--- src/hw/rtl/stt_pkg.sv ---
`default_nettype none
package stt_pkg;

  localparam int unsigned MAX_SOURCE_LEN_DEF  = 65536;
  localparam int unsigned KEYWORD_BUF_LEN_DEF = 9;
  localparam int unsigned QUEUE_DEPTH         = 2;
  localparam int unsigned NUM_KEYWORDS        = 17;
  localparam int unsigned KW_MAX_LEN          = 9;

  localparam logic [5:0] K_LPAREN  = 6'd0;
  localparam logic [5:0] K_RPAREN  = 6'd1;
  localparam logic [5:0] K_LBRACE  = 6'd2;
  localparam logic [5:0] K_RBRACE  = 6'd3;
  localparam logic [5:0] K_SEMI    = 6'd4;
  localparam logic [5:0] K_COMMA   = 6'd5;
  localparam logic [5:0] K_DOT     = 6'd6;
  localparam logic [5:0] K_MINUS   = 6'd7;
  localparam logic [5:0] K_PLUS    = 6'd8;
  localparam logic [5:0] K_SLASH   = 6'd9;
  localparam logic [5:0] K_STAR    = 6'd10;
  localparam logic [5:0] K_COLON   = 6'd11;
  localparam logic [5:0] K_BANG    = 6'd12;
  localparam logic [5:0] K_EQUAL   = 6'd14;
  localparam logic [5:0] K_LESS    = 6'd16;
  localparam logic [5:0] K_GREATER = 6'd18;
  localparam logic [5:0] K_NUMBER  = 6'd20;
  localparam logic [5:0] K_STRING  = 6'd21;
  localparam logic [5:0] K_IDENT   = 6'd22;
  localparam logic [5:0] K_EOF     = 6'd40;
  localparam logic [5:0] K_ERROR   = 6'd41;

  localparam logic [1:0] ERR_NONE   = 2'd0;
  localparam logic [1:0] ERR_UNTERM = 2'd1;
  localparam logic [1:0] ERR_UNEXP  = 2'd2;

  localparam logic [71:0] KW_TEXT [NUM_KEYWORDS] = '{
    72'("and"), 72'("if"), 72'("return"), 72'("while"), 72'("let"), 72'("false"),
    72'("for"), 72'("fn"), 72'("nil"), 72'("display"), 72'("done"), 72'("do"),
    72'("or"), 72'("otherwise"), 72'("else"), 72'("then"), 72'("true")
  };
  localparam logic [3:0] KW_LEN [NUM_KEYWORDS] = '{
    4'd3, 4'd2, 4'd6, 4'd5, 4'd3, 4'd5, 4'd3, 4'd2, 4'd3, 4'd7, 4'd4, 4'd2,
    4'd2, 4'd9, 4'd4, 4'd4, 4'd4
  };
  localparam logic [5:0] KW_KIND [NUM_KEYWORDS] = '{
    6'd23, 6'd24, 6'd25, 6'd26, 6'd27, 6'd28, 6'd29, 6'd30, 6'd31, 6'd32,
    6'd33, 6'd34, 6'd35, 6'd36, 6'd37, 6'd38, 6'd39
  };

  typedef struct packed {
    logic [5:0]  kind;
    logic [1:0]  err;
    logic [15:0] start;
    logic [15:0] len;
    logic [15:0] line;
  } token_t;

  // up to three tokens caused by one byte
  typedef struct packed {
    logic [1:0]      cnt;
    token_t [2:0]    tok;
  } bundle_t;

endpackage
`default_nettype wire

--- src/hw/rtl/stt_front.sv ---
`default_nettype none
module stt_front #(
  parameter int unsigned MAX_SOURCE_LEN  = stt_pkg::MAX_SOURCE_LEN_DEF,
  parameter int unsigned KEYWORD_BUF_LEN = stt_pkg::KEYWORD_BUF_LEN_DEF
) (
  input  wire logic             clk_i,
  input  wire logic             rst_ni,
  input  wire logic             valid_i,
  input  wire logic [7:0]       char_byte_i,
  output logic                  ready_o,
  output logic                  push_o,
  output stt_pkg::bundle_t      bundle_o,
  input  wire logic             full_i
);

  localparam logic [15:0] POS_MAX = (MAX_SOURCE_LEN - 1 > 65535) ? 16'hFFFF
                                  : 16'(MAX_SOURCE_LEN - 1);
  localparam int unsigned IDXW = $clog2(KEYWORD_BUF_LEN);

  typedef enum logic [7:0] {
    M_IDLE    = 8'b0000_0001,
    M_COMMENT = 8'b0000_0010,
    M_INT     = 8'b0000_0100,
    M_DOT     = 8'b0000_1000,
    M_FRAC    = 8'b0001_0000,
    M_IDENT   = 8'b0010_0000,
    M_STRING  = 8'b0100_0000,
    M_OP      = 8'b1000_0000
  } mode_e;

  mode_e       mode_q, mode_d;
  logic [15:0] pos_q, pos_d, start_q, start_d, line_q, line_d, lex_q, lex_d;
  logic [7:0]  pend_q, pend_d;
  logic [7:0]  prefix_q [KEYWORD_BUF_LEN];
  logic        pre_we;
  logic [IDXW-1:0] pre_idx;

  logic [7:0]  c;
  logic        acc;
  logic        is_dig, is_alp, line_inc;
  logic [2:0]  cand_v;
  stt_pkg::token_t cand [3];
  stt_pkg::token_t fin0, fin1, beg_t;
  logic        fin0_v, fin1_v, beg_v;
  mode_e       beg_mode;
  logic        beg_start, beg_line, beg_pend, beg_pre;
  logic [5:0]  wkind, skind;
  logic        skind_v, kw_m;
  logic [5:0]  pbase;
  logic [1:0]  k;

  assign c       = char_byte_i;
  assign ready_o = !full_i;
  assign acc     = valid_i && ready_o;
  assign is_dig  = (c >= "0") && (c <= "9");
  assign is_alp  = ((c >= "a") && (c <= "z")) || ((c >= "A") && (c <= "Z")) || (c == "_");

  function automatic stt_pkg::token_t mk(logic [5:0] kd, logic [1:0] er,
                                         logic [15:0] st, logic [15:0] ln,
                                         logic [15:0] li);
    stt_pkg::token_t t;
    t.kind = kd; t.err = er; t.start = st; t.len = ln; t.line = li;
    return t;
  endfunction

  function automatic logic [15:0] sat_add(logic [15:0] v, logic [1:0] by);
    logic [16:0] s;
    s = {1'b0, v} + {15'd0, by};
    return s[16] ? 16'hFFFF : s[15:0];
  endfunction

  // keyword lookup over the stored prefix
  always_comb begin
    wkind = stt_pkg::K_IDENT;
    for (int i = stt_pkg::NUM_KEYWORDS - 1; i >= 0; i--) begin
      kw_m = (lex_q == {12'd0, stt_pkg::KW_LEN[i]});
      for (int j = 0; j < stt_pkg::KW_MAX_LEN; j++) begin
        if (j < int'(stt_pkg::KW_LEN[i])) begin
          kw_m = kw_m && (prefix_q[j] ==
                 stt_pkg::KW_TEXT[i][8*(int'(stt_pkg::KW_LEN[i]) - 1 - j) +: 8]);
        end
      end
      if (kw_m) wkind = stt_pkg::KW_KIND[i];
    end
  end

  always_comb begin
    skind_v = 1'b1;
    case (c)
      "(":     skind = stt_pkg::K_LPAREN;
      ")":     skind = stt_pkg::K_RPAREN;
      "{":     skind = stt_pkg::K_LBRACE;
      "}":     skind = stt_pkg::K_RBRACE;
      ";":     skind = stt_pkg::K_SEMI;
      ",":     skind = stt_pkg::K_COMMA;
      ".":     skind = stt_pkg::K_DOT;
      "-":     skind = stt_pkg::K_MINUS;
      "+":     skind = stt_pkg::K_PLUS;
      "/":     skind = stt_pkg::K_SLASH;
      "*":     skind = stt_pkg::K_STAR;
      ":":     skind = stt_pkg::K_COLON;
      default: begin
        skind   = stt_pkg::K_ERROR;
        skind_v = 1'b0;
      end
    endcase
    case (pend_q)
      "!":     pbase = stt_pkg::K_BANG;
      "=":     pbase = stt_pkg::K_EQUAL;
      "<":     pbase = stt_pkg::K_LESS;
      default: pbase = stt_pkg::K_GREATER;
    endcase
  end

  // tokens that close the lexeme in progress
  always_comb begin
    fin0_v = 1'b0;
    fin1_v = 1'b0;
    fin0   = mk(stt_pkg::K_NUMBER, stt_pkg::ERR_NONE, start_q, lex_q, line_q);
    fin1   = mk(stt_pkg::K_DOT, stt_pkg::ERR_NONE, (pos_q != 16'd0) ? pos_q - 16'd1 : 16'd0,
                16'd1, line_q);
    case (mode_q)
      M_INT, M_FRAC: fin0_v = 1'b1;
      M_DOT: begin
        fin0_v = 1'b1;
        fin1_v = 1'b1;
      end
      M_IDENT: begin
        fin0_v    = 1'b1;
        fin0.kind = wkind;
      end
      M_OP: begin
        fin0_v    = 1'b1;
        fin0.kind = pbase;
        fin0.len  = 16'd1;
      end
      default: ;
    endcase
  end

  // start of a new lexeme from the current byte
  always_comb begin
    beg_mode  = M_IDLE;
    beg_line  = 1'b0;
    beg_start = 1'b0;
    beg_pend  = 1'b0;
    beg_pre   = 1'b0;
    beg_v     = 1'b0;
    beg_t     = mk(skind, stt_pkg::ERR_NONE, pos_q, 16'd1, line_q);
    if (c == " " || c == 8'h09 || c == 8'h0D) begin
    end else if (c == 8'h0A) begin
      beg_line = 1'b1;
    end else if (c == "#") begin
      beg_mode = M_COMMENT;
    end else begin
      beg_start = 1'b1;
      if (is_dig) begin
        beg_mode = M_INT;
      end else if (is_alp) begin
        beg_mode = M_IDENT;
        beg_pre  = 1'b1;
      end else if (c == "\"") begin
        beg_mode = M_STRING;
      end else if (c == "!" || c == "=" || c == "<" || c == ">") begin
        beg_mode = M_OP;
        beg_pend = 1'b1;
      end else begin
        beg_v = 1'b1;
        if (!skind_v) beg_t.err = stt_pkg::ERR_UNEXP;
      end
    end
  end

  always_comb begin
    mode_d   = mode_q;
    start_d  = start_q;
    lex_d    = lex_q;
    pend_d   = pend_q;
    line_inc = 1'b0;
    pre_we   = 1'b0;
    pre_idx  = lex_q[IDXW-1:0];
    cand_v   = 3'b000;
    cand[0]  = fin0;
    cand[1]  = fin1;
    cand[2]  = beg_t;
    pos_d    = (pos_q < POS_MAX) ? pos_q + 16'd1 : pos_q;

    if (c == 8'd0) begin
      if (mode_q == M_STRING) begin
        cand_v[0] = 1'b1;
        cand[0]   = mk(stt_pkg::K_ERROR, stt_pkg::ERR_UNTERM, start_q, lex_q, line_q);
      end else begin
        cand_v[1:0] = {fin1_v, fin0_v};
      end
      cand_v[2] = 1'b1;
      cand[2]   = mk(stt_pkg::K_EOF, stt_pkg::ERR_NONE, pos_q, 16'd0, line_q);
      mode_d    = M_IDLE;
      pos_d     = 16'd0;
      start_d   = 16'd0;
      lex_d     = 16'd0;
      pend_d    = 8'd0;
    end else begin
      // default path: close the lexeme and rescan this byte
      logic restart;
      restart = 1'b0;
      case (mode_q)
        M_COMMENT: begin
          if (c == 8'h0A) begin
            line_inc = 1'b1;
            mode_d   = M_IDLE;
          end
        end
        M_INT: begin
          if (is_dig) lex_d = sat_add(lex_q, 2'd1);
          else if (c == ".") mode_d = M_DOT;
          else restart = 1'b1;
        end
        M_DOT: begin
          if (is_dig) begin
            lex_d  = sat_add(lex_q, 2'd2);
            mode_d = M_FRAC;
          end else restart = 1'b1;
        end
        M_FRAC: begin
          if (is_dig) lex_d = sat_add(lex_q, 2'd1);
          else restart = 1'b1;
        end
        M_IDENT: begin
          if (is_alp || is_dig) begin
            pre_we = (lex_q < 16'(KEYWORD_BUF_LEN));
            lex_d  = sat_add(lex_q, 2'd1);
          end else restart = 1'b1;
        end
        M_STRING: begin
          lex_d = sat_add(lex_q, 2'd1);
          if (c == "\"") begin
            cand_v[0] = 1'b1;
            cand[0]   = mk(stt_pkg::K_STRING, stt_pkg::ERR_NONE, start_q, lex_d, line_q);
            mode_d    = M_IDLE;
          end else if (c == 8'h0A) begin
            line_inc = 1'b1;
          end
        end
        M_OP: begin
          if (c == "=") begin
            cand_v[0] = 1'b1;
            cand[0]   = mk(pbase + 6'd1, stt_pkg::ERR_NONE, start_q, 16'd2, line_q);
            mode_d    = M_IDLE;
          end else restart = 1'b1;
        end
        default: restart = 1'b1;
      endcase
      if (restart) begin
        cand_v   = {beg_v, fin1_v, fin0_v};
        mode_d   = beg_mode;
        line_inc = beg_line;
        if (beg_start) begin
          start_d = pos_q;
          lex_d   = 16'd1;
        end
        if (beg_pend) pend_d = c;
        if (beg_pre) begin
          pre_we  = 1'b1;
          pre_idx = '0;
        end
      end
    end

    if (c == 8'd0) line_d = 16'd1;
    else if (line_inc && line_q != 16'hFFFF) line_d = line_q + 16'd1;
    else line_d = line_q;
  end

  // pack valid candidates in order
  always_comb begin
    bundle_o = '0;
    k        = 2'd0;
    for (int i = 0; i < 3; i++) begin
      if (cand_v[i]) begin
        bundle_o.tok[k] = cand[i];
        k = k + 2'd1;
      end
    end
    bundle_o.cnt = k;
    push_o       = acc && (cand_v != 3'b000);
  end

  always_ff @(posedge clk_i or negedge rst_ni) begin
    if (!rst_ni) begin
      mode_q  <= M_IDLE;
      pos_q   <= 16'd0;
      start_q <= 16'd0;
      line_q  <= 16'd1;
      lex_q   <= 16'd0;
      pend_q  <= 8'd0;
    end else if (acc) begin
      mode_q  <= mode_d;
      pos_q   <= pos_d;
      start_q <= start_d;
      line_q  <= line_d;
      lex_q   <= lex_d;
      pend_q  <= pend_d;
    end
  end

  always_ff @(posedge clk_i) begin
    if (acc && pre_we && c != 8'd0) prefix_q[pre_idx] <= c;
  end

endmodule
`default_nettype wire

--- src/hw/rtl/stt_queue.sv ---
`default_nettype none
module stt_queue (
  input  wire logic             clk_i,
  input  wire logic             rst_ni,
  input  wire logic             push_i,
  input  stt_pkg::bundle_t      data_i,
  output logic                  full_o,
  input  wire logic             pop_i,
  output logic                  empty_o,
  output stt_pkg::bundle_t      head_o
);

  localparam int unsigned PW = (stt_pkg::QUEUE_DEPTH > 1) ? $clog2(stt_pkg::QUEUE_DEPTH) : 1;
  localparam int unsigned CW = $clog2(stt_pkg::QUEUE_DEPTH + 1);

  stt_pkg::bundle_t mem_q [stt_pkg::QUEUE_DEPTH];
  logic [PW-1:0] wp_q, rp_q;
  logic [CW-1:0] cnt_q;

  assign full_o  = (cnt_q == CW'(stt_pkg::QUEUE_DEPTH));
  assign empty_o = (cnt_q == '0);
  assign head_o  = mem_q[rp_q];

  function automatic logic [PW-1:0] nxt(logic [PW-1:0] p);
    return (p == PW'(stt_pkg::QUEUE_DEPTH - 1)) ? '0 : p + PW'(1);
  endfunction

  always_ff @(posedge clk_i or negedge rst_ni) begin
    if (!rst_ni) begin
      wp_q  <= '0;
      rp_q  <= '0;
      cnt_q <= '0;
    end else begin
      if (push_i) wp_q <= nxt(wp_q);
      if (pop_i)  rp_q <= nxt(rp_q);
      if (push_i && !pop_i) cnt_q <= cnt_q + CW'(1);
      else if (pop_i && !push_i) cnt_q <= cnt_q - CW'(1);
    end
  end

  always_ff @(posedge clk_i) begin
    if (push_i) mem_q[wp_q] <= data_i;
  end

endmodule
`default_nettype wire

--- src/hw/rtl/stt_back.sv ---
`default_nettype none
module stt_back (
  input  wire logic             clk_i,
  input  wire logic             rst_ni,
  input  wire logic             empty_i,
  input  stt_pkg::bundle_t      head_i,
  output logic                  pop_o,
  output logic                  valid_o,
  input  wire logic             ready_i,
  output stt_pkg::token_t       tok_o,
  output logic                  last_o
);

  logic [1:0] idx_q;

  assign valid_o = !empty_i;
  assign tok_o   = head_i.tok[idx_q];
  assign last_o  = (idx_q == head_i.cnt - 2'd1);
  assign pop_o   = valid_o && ready_i && last_o;

  // step through the tokens of the head item, drop it after the last
  always_ff @(posedge clk_i or negedge rst_ni) begin
    if (!rst_ni) begin
      idx_q <= 2'd0;
    end else if (valid_o && ready_i) begin
      idx_q <= last_o ? 2'd0 : idx_q + 2'd1;
    end
  end

endmodule
`default_nettype wire

--- src/hw/rtl/source_text_tokenizer.sv ---
`default_nettype none
// Streaming lexical scanner: one source byte per cycle in, one token per cycle out
// as out_ready_i allows. A byte is taken every cycle while the two-entry token queue
// has room; a byte that closes one lexeme and opens another can yield up to three
// tokens, which leave one per cycle, so the sustained rate is one byte per cycle as
// long as bytes average at most one token each. Byte 0 ends a source, emits EOF and
// restarts all counters. Offsets saturate at MAX_SOURCE_LEN - 1, lengths and line
// numbers at 65535; last_of_run_o marks the last token caused by one input byte.
module source_text_tokenizer #(
  parameter int unsigned MAX_SOURCE_LEN  = stt_pkg::MAX_SOURCE_LEN_DEF,
  parameter int unsigned KEYWORD_BUF_LEN = stt_pkg::KEYWORD_BUF_LEN_DEF
) (
  input  wire logic        clk_i,
  input  wire logic        rst_ni,
  input  wire logic        in_valid_i,
  output logic             in_ready_o,
  input  wire logic [7:0]  char_byte_i,
  output logic             out_valid_o,
  input  wire logic        out_ready_i,
  output logic [5:0]       token_kind_o,
  output logic [1:0]       error_code_o,
  output logic [15:0]      start_offset_o,
  output logic [15:0]      token_length_o,
  output logic [15:0]      line_number_o,
  output logic             last_of_run_o
);

  logic push, full, pop, empty;
  stt_pkg::bundle_t in_b, head_b;
  stt_pkg::token_t  tok;

  stt_front #(
    .MAX_SOURCE_LEN (MAX_SOURCE_LEN),
    .KEYWORD_BUF_LEN(KEYWORD_BUF_LEN)
  ) u_front (
    .clk_i, .rst_ni,
    .valid_i    (in_valid_i),
    .char_byte_i,
    .ready_o    (in_ready_o),
    .push_o     (push),
    .bundle_o   (in_b),
    .full_i     (full)
  );

  stt_queue u_queue (
    .clk_i, .rst_ni,
    .push_i  (push),
    .data_i  (in_b),
    .full_o  (full),
    .pop_i   (pop),
    .empty_o (empty),
    .head_o  (head_b)
  );

  stt_back u_back (
    .clk_i, .rst_ni,
    .empty_i (empty),
    .head_i  (head_b),
    .pop_o   (pop),
    .valid_o (out_valid_o),
    .ready_i (out_ready_i),
    .tok_o   (tok),
    .last_o  (last_of_run_o)
  );

  assign token_kind_o   = tok.kind;
  assign error_code_o   = tok.err;
  assign start_offset_o = tok.start;
  assign token_length_o = tok.len;
  assign line_number_o  = tok.line;

endmodule
`default_nettype wire
--- config.mk ---
export PLATFORM = sky130hd
export DESIGN_NAME = source_text_tokenizer
export DESIGN_NICKNAME = d
export VERILOG_FILES = /design/src/hw/rtl/stt_pkg.sv /design/src/hw/rtl/stt_front.sv /design/src/hw/rtl/stt_queue.sv /design/src/hw/rtl/stt_back.sv /design/src/hw/rtl/source_text_tokenizer.sv
export SDC_FILE = /design/constraint.sdc
export NUM_CORES = 1
export LEC_CHECK = 0
export ABC_AREA = 1
export BUFFER_PORTS_ARGS = -buffer_cell sky130_fd_sc_hd__clkbuf_2
export CORE_MARGIN = 3
export CORE_UTILIZATION = 51
export DETAILED_ROUTE_END_ITERATION = 8
export GPL_TIMING_DRIVEN = 0
export PLACE_DENSITY = 0.73
export SYNTH_ARGS = -nofsm -noshare
export SYNTH_HDL_FRONTEND = slang
export SYNTH_HIERARCHICAL = 1
export SYNTH_SLANG_ARGS = --single-unit
export TNS_END_PERCENT = 5
--- constraint.sdc ---
create_clock -name clk_i -period 9.1 [get_ports clk_i]
set_input_delay 1.82 -clock clk_i [delete_from_list [all_inputs] [get_ports clk_i]]
set_output_delay 1.82 -clock clk_i [all_outputs]
set_load 0.01 [all_outputs]
; Word-level counts from Yosys, hierarchy flattened
; Memory sizes are Yosys's and may differ from the RTL's.
; Cells that the tools add are included.
[classes]
addsub = 14
eq_ne = 96
magnitude_cmp = 13
n_mux = 147
n_reduce_logical = 115
[ops]
columns = operator, n
row1 = $mux W56, 9
row2 = $eq A8 B7 Y1 const B, 51
row3 = $bwmux W168, 2
row4 = $mux W168, 2
row5 = $mux W16, 17
row6 = $demux W56 S2, 2
row7 = $eq A8 B6 Y1 const B, 21
row8 = $mux W8, 18
row9 = $bmux W56 S2, 1
row10 = $pmux W56 S2, 1
row11 = $mux W6, 17
row12 = $logic_and A1 B1 Y1, 81
row13 = $pmux W6 S12, 1
row14 = $eq A16 B3 Y1 const B, 4
row15 = $pmux W16 S4, 1
row16 = $mux W1, 52
row17 = $pmux W8 S5, 1
row18 = $add A16 B1 Y16 const B, 2
row19 = $eq A16 B2 Y1 const B, 2
row20 = $eq A8 B4 Y1 const B, 4
row21 = $mux W2, 13
row22 = $add A16 B1 Y17 const B, 1
row23 = $add A16 B2 Y17 const B, 1
row24 = $eq A16 B4 Y1 const B, 1
row25 = 47 further kinds, 80
[totals]
memories = 2
ramBits = 412
register_bits = 86
elab_cells = 397
output_inout_bits = 59
[mem_list]
columns = memory, depth, word_bits, read_ports, rd_clocked_by_memory_dff, wr, line_no
row1 = u_queue.mem_q, 2, 170, 1, 0, 1, stt_queue.sv:16  ; stt_pkg::bundle_t mem_q [stt_pkg::QUEUE_DEPTH];
row2 = u_front.prefix_q, 9, 8, 9, 0, 1, stt_front.sv:34  ; logic [7:0] prefix_q [KEYWORD_BUF_LEN];

; Logic depth before layout (Yosys ltp)
; An unclocked memory read counts as a cell.
[logic_depth]
word_depth = 34
depth_mapped = 21

; Cells and area by module
; Netlist, hierarchy kept.
[by_module_without_submodules]
columns = module, seq_area_each_um2, cells_each, instances, area_each_um2
row1 = stt_queue, 10309.9, 554, 1, 12832.3
row2 = stt_front, 4166.5, 1742, 1, 11806.3
row3 = stt_back, 50.0, 282, 1, 1471.4

; Worst setup path after synthesis
; OpenSTA, ideal clock, no wires.
[synth_path]
path_kind = input to register
start = input char_byte_i[7]
end = memory u_queue/mem_q[0][0] in the netlist's numbering (enable)
setup_time_ns = 0.702
path_buffers = 1
t_arrival_ns = 10.738
required_time_ns = 8.398
cell_stages = 15
path_slack_ns = -2.340
cell_sequence = nor2_2 nand2_1 nor2_4 nand2_2 nor2_4 nand2_2 o21ai_0 nor2_1 nand2_1 nand2_2 buf_2 ha_1 a21oi_1 inv_1 nor2_1
[synth_via]
elab_chain_cells = 17
elab_cells_between_ends = 53
cone_classes = order compare: 6 / eq/ne: 12 / mux: 21 / reduce/logical: 14
[synth_lines]
columns = element, line_no
row1 = from (decl), source_text_tokenizer.sv:17  ; input wire logic [7:0] char_byte_i,
row2 = branches (longest 12 deep; another with $ge A8 B7 Y1), --
row3 = $mux W3 *, stt_front.sv:188  ; if (c == 8'd0) begin
row4 = $reduce_bool A3 Y1 *, stt_front.sv:285  ; push_o = acc && (cand_v != 3'b000);
row5 = $logic_and A1 B1 Y1 *, stt_front.sv:285
row6 = via push, source_text_tokenizer.sv:28  ; logic push, full, pop, empty;
row7 = $mux W1 *, stt_queue.sv:42  ; if (push_i) mem_q[wp_q] <= data_i;
row8 = $mux W1 (implied by the code) *, stt_queue.sv:42
row9 = to (decl), stt_queue.sv:16
; Mark *: on every way through the listed nets, which the timed path passes. The select of a mux whose other input is x is not followed.

; Worst setup path after layout
[layout_path]
start = input char_byte_i[6]
end = memory u_queue/mem_q[0][27] in the netlist's numbering (enable)
; Same word-level chain as after synthesis.

==> impl_metrics.ini <==
[run_status]
outcome = finished, final reports clean

[routing]
dr_wl_met2_mm = 35.0
firstDrtPassIters = 5
routed_wl_mm = 70.9
post-route-drc-count = 0
drt_iter0_drc = 1797
drt-met1-wl_mm = 29.3
num_vias = 19600
via_per_inst = 5.68
wl_per_cell_um = 20.5
highest_layer = met4
ant_nets = 0
route.met3.wl_mm = 4.43

[worst_setup_path]
cp-start-kind = input port
critPathMaxFanout = 26
crit_slowest_cell = a21oi_1
max_stage_delay_ps = 410
path_buf_inv = 8
arrival_ps = 6360
cp_top_family = simple AND/OR/NAND/NOR gates
worstSetupPathType = in2reg
crit_chain = clkbuf_2 -> nor2_2 -> nand2_1 -> nor2_4 -> nand2_2 -> nor2_4 -> nand2_2 -> o21ai_0 -> nor2_1 -> nand2_1 -> nand2_2 -> buf_2 -> ha_1 -> a21oi_1 -> inv_1 -> nor2_4 -> buf_12 -> buf_12 -> buf_12 -> buf_16 -> buf_12
critPathRequiredTime_ps = 9390
critPathCaptureType = register
crit_top_cell = buf_12

[cts]
root_buffer = clkbuf_16
cts-buffers-inserted = 51
clock_sinks = 498
cts_setup_buffers = 0
clkTransAtPathRegs_ps = 60
cts.path.max_buffers = 3
htree_levels = 2
cts_resized = 0
cts-hold-fix-buffers = 0
cts_tree = yes
clk_latency_ps = 600

[floorplan]
fp.coreArea_um2 = 50400
initial_core_util_pct = 51.8
ios = 71
dieArea_um2 = 53900
die_w_um = 232
chipHeight_um = 232
fp-row-count = 82

[placement]
globalplace.congestion = 0.954
dpl.hpwl_mm = 50.8
dpl-instance-area_um2 = 27700
io_buffers = 70

[timing]
fin_skew_ps = 16.4
timing.final.max_slew_violations = 0
finalHoldViolCount = 0
fin_setup_tns_ps = 0
finalSetupViolations = 0
holdWs_ps = 466
rsz0062_at_grt = false
min_period_ps = 6070
finalCritPeriodShare_pct = 66.7
max_slew_margin_pct = 15.2
fmax_ghz = 0.165
worst_pin_slew_ps = 1260

[cells_and_area]
diodes = 0
design_area_um2 = 29300
nets = 2768
area_growth_pct = 12.2
drive_above_1_share_pct = 19.1

[grt]
grt_max_degree = 116
gr-total-overflow = 0
antenna_found_initial = 0
grt_pass1_vias = 19200
grt_first_pass_wirelength_mm = 109
grt_usage_pct = 26.2

[power]
fin_total_pwr_mw = 8.41
cellPowerDensity_nw_per_um2 = 287
leakage_nw = 11.7
peakVddDrop_mv = 0.195

[yosys]
yosys.cell_types.count = 58
synth-edff-count = 412
yosysSeqAreaShare_pct = 55.6
ys_warn_count = 6
synth_top_flop_cell = edfxtp_1
ys_ff_latch = 498
syn-cell-area_um2 = 26100
syn_area_per_cell_um2 = 10.1
async_flop_share_pct = 17.3
synth_cells = 2578

[run]
max_cap_violations = 0

[hold_path]
min_path_type = reg2reg
[registers in the layout, summed over array words and instances (netlist names)]
register,count
u_front/prefix_q,72
u_front/pos_q,16
u_front/start_q,16
u_queue/mem_q,340
u_front/lex_q,16
u_queue/wp_q,1
u_back/idx_q,2
u_queue/cnt_q,2
u_front/mode_q,8
u_queue/rp_q,1
u_front/pend_q,8
u_front/line_q,16
[cell usage after synthesis (all sizes together) (5+ instances only)]
master	n	area (µm²)
edfxtp	412	12400
nand2	387	1520
nor2	377	1510
inv	242	916
o21ai	238	1250
nand3	178	918
mux2	170	2250
buf	116	871
dfrtp	84	2100
nor3	79	427
a21oi	62	318
nand4	46	300
clkbuf	29	111
a31oi	28	175
xor2	25	219
o22ai	24	150
ha	13	163
nor4	9	68.8
o31ai	9	67.6
nor3b	7	52.6
o211ai	7	52.6
clkinv	6	22.5
a22oi	5	37.5
[area by class of cell]
cell class	count	area (µm²)
multi-input combinational	1720	9790
fill	4169	21100
clock buffer	70	1440
buffer	145	982
inverter	248	946
timing repair buffer	79	563
clock inverter	25	191
tap	672	841
sequential	498	14500
[layout by cell type (no fill, tap or decap), types with 13 or more instances in the layout]
master	netlist	final
nor3_1	74	74
o21ai_0	146	146
mux2_2	80	80
clkbuf_2	2	71
a21oi_1	60	60
a31oi_1	28	28
xor2_1	25	25
clkinv_2	0	13
clkbuf_16	0	53
nand2_1	369	369
conb_1	1	34
nand4_1	44	44
ha_1	13	13
buf_6	30	30
o22ai_1	24	24
inv_1	227	226
mux2_4	90	90
buf_2	45	45
nor2_1	357	356
o21ai_1	76	76
dfrtp_1	84	84
edfxtp_1	412	412
o21ai_2	16	16
clkbuf_1	27	39
nand2_2	13	13
nand3_1	174	174
buf_4	41	41
[through the flow]
stage / std cells / util (%) / setup WS [ps]
floorplan: 2611 / - / 526
global placement: 3353 / 54.4 / -3080
detailed placement: 3362 / 54.9 / 2430
CTS: 3457 / 58.1 / 3050
global route: 3457 / 58.1 / 2740
finish: 3457 / 58.1 / 3030
[where the power goes]
group	internal (mW)	switching [mW]	leakage (nW)	total (mW)
clock	1.17	0.862	0.806	2.03
sequential	3.03	0.160	4.91	3.19
combinational	1.23	1.97	5.93	3.19
total	5.42	2.99	11.7	8.41
[metal layers]
metal,vias to the layer above,track usage [%]
li1,9217,-
met1,9556,34.4
met2,722,45.1
met3,126,3.28
met4,0,8.54
met5,-,0
[kinds of logic (layout without fill, tap and decap cells)]
group                    count (synthesis)  count (layout)  share of synthesized area (%)
AND/OR/NAND/NOR                       1093            1093                           18.7
buffers and inverters                  393             567                           7.36
XOR/XNOR                                27              27                          0.906
multiplexers                           170             170                           8.63
other                                    1              34                         0.0144
flip-flops                             498             498                           55.6
AO/OA/AOI/OAI                          383             383                           8.18
adder cells (fa/ha/maj)                 13              13                          0.623
[worst paths after layout]
| path | startpoint | end | slack (ps) | cells after the start |
|---|---|---|---|---|
| setup / recovery | char_byte_i[6] | u_queue/mem_q[0][27] | 3030 | 21 |
| hold / removal | u_front/pend_q[7] | u_front/pend_q[7] | 470 | 2 |
| setup reg to reg | u_front/mode_q[1] | u_queue/mem_q[0][27] | 4140 | 18 |
| hold reg to reg | u_front/pend_q[7] | u_front/pend_q[7] | 470 | 2 |
| max in group asynchronous | rst_ni | u_front/mode_q[0] | 7020 | 2 |
| min in group asynchronous | rst_ni | u_front/lex_q[8] | 1310 | 1 |
[worst register-to-register path: cells and delay by family, from the launching register on]
kind | cells | cell delay (ps)
flip-flops | 1 | 410
buffers and inverters | 8 | 1830
AND/OR/NAND/NOR | 7 | 1340
AO/OA/AOI/OAI | 2 | 820
adder cells (fa/ha/maj) | 1 | 250
Note: power is estimated with default switching activity, not from simulation.
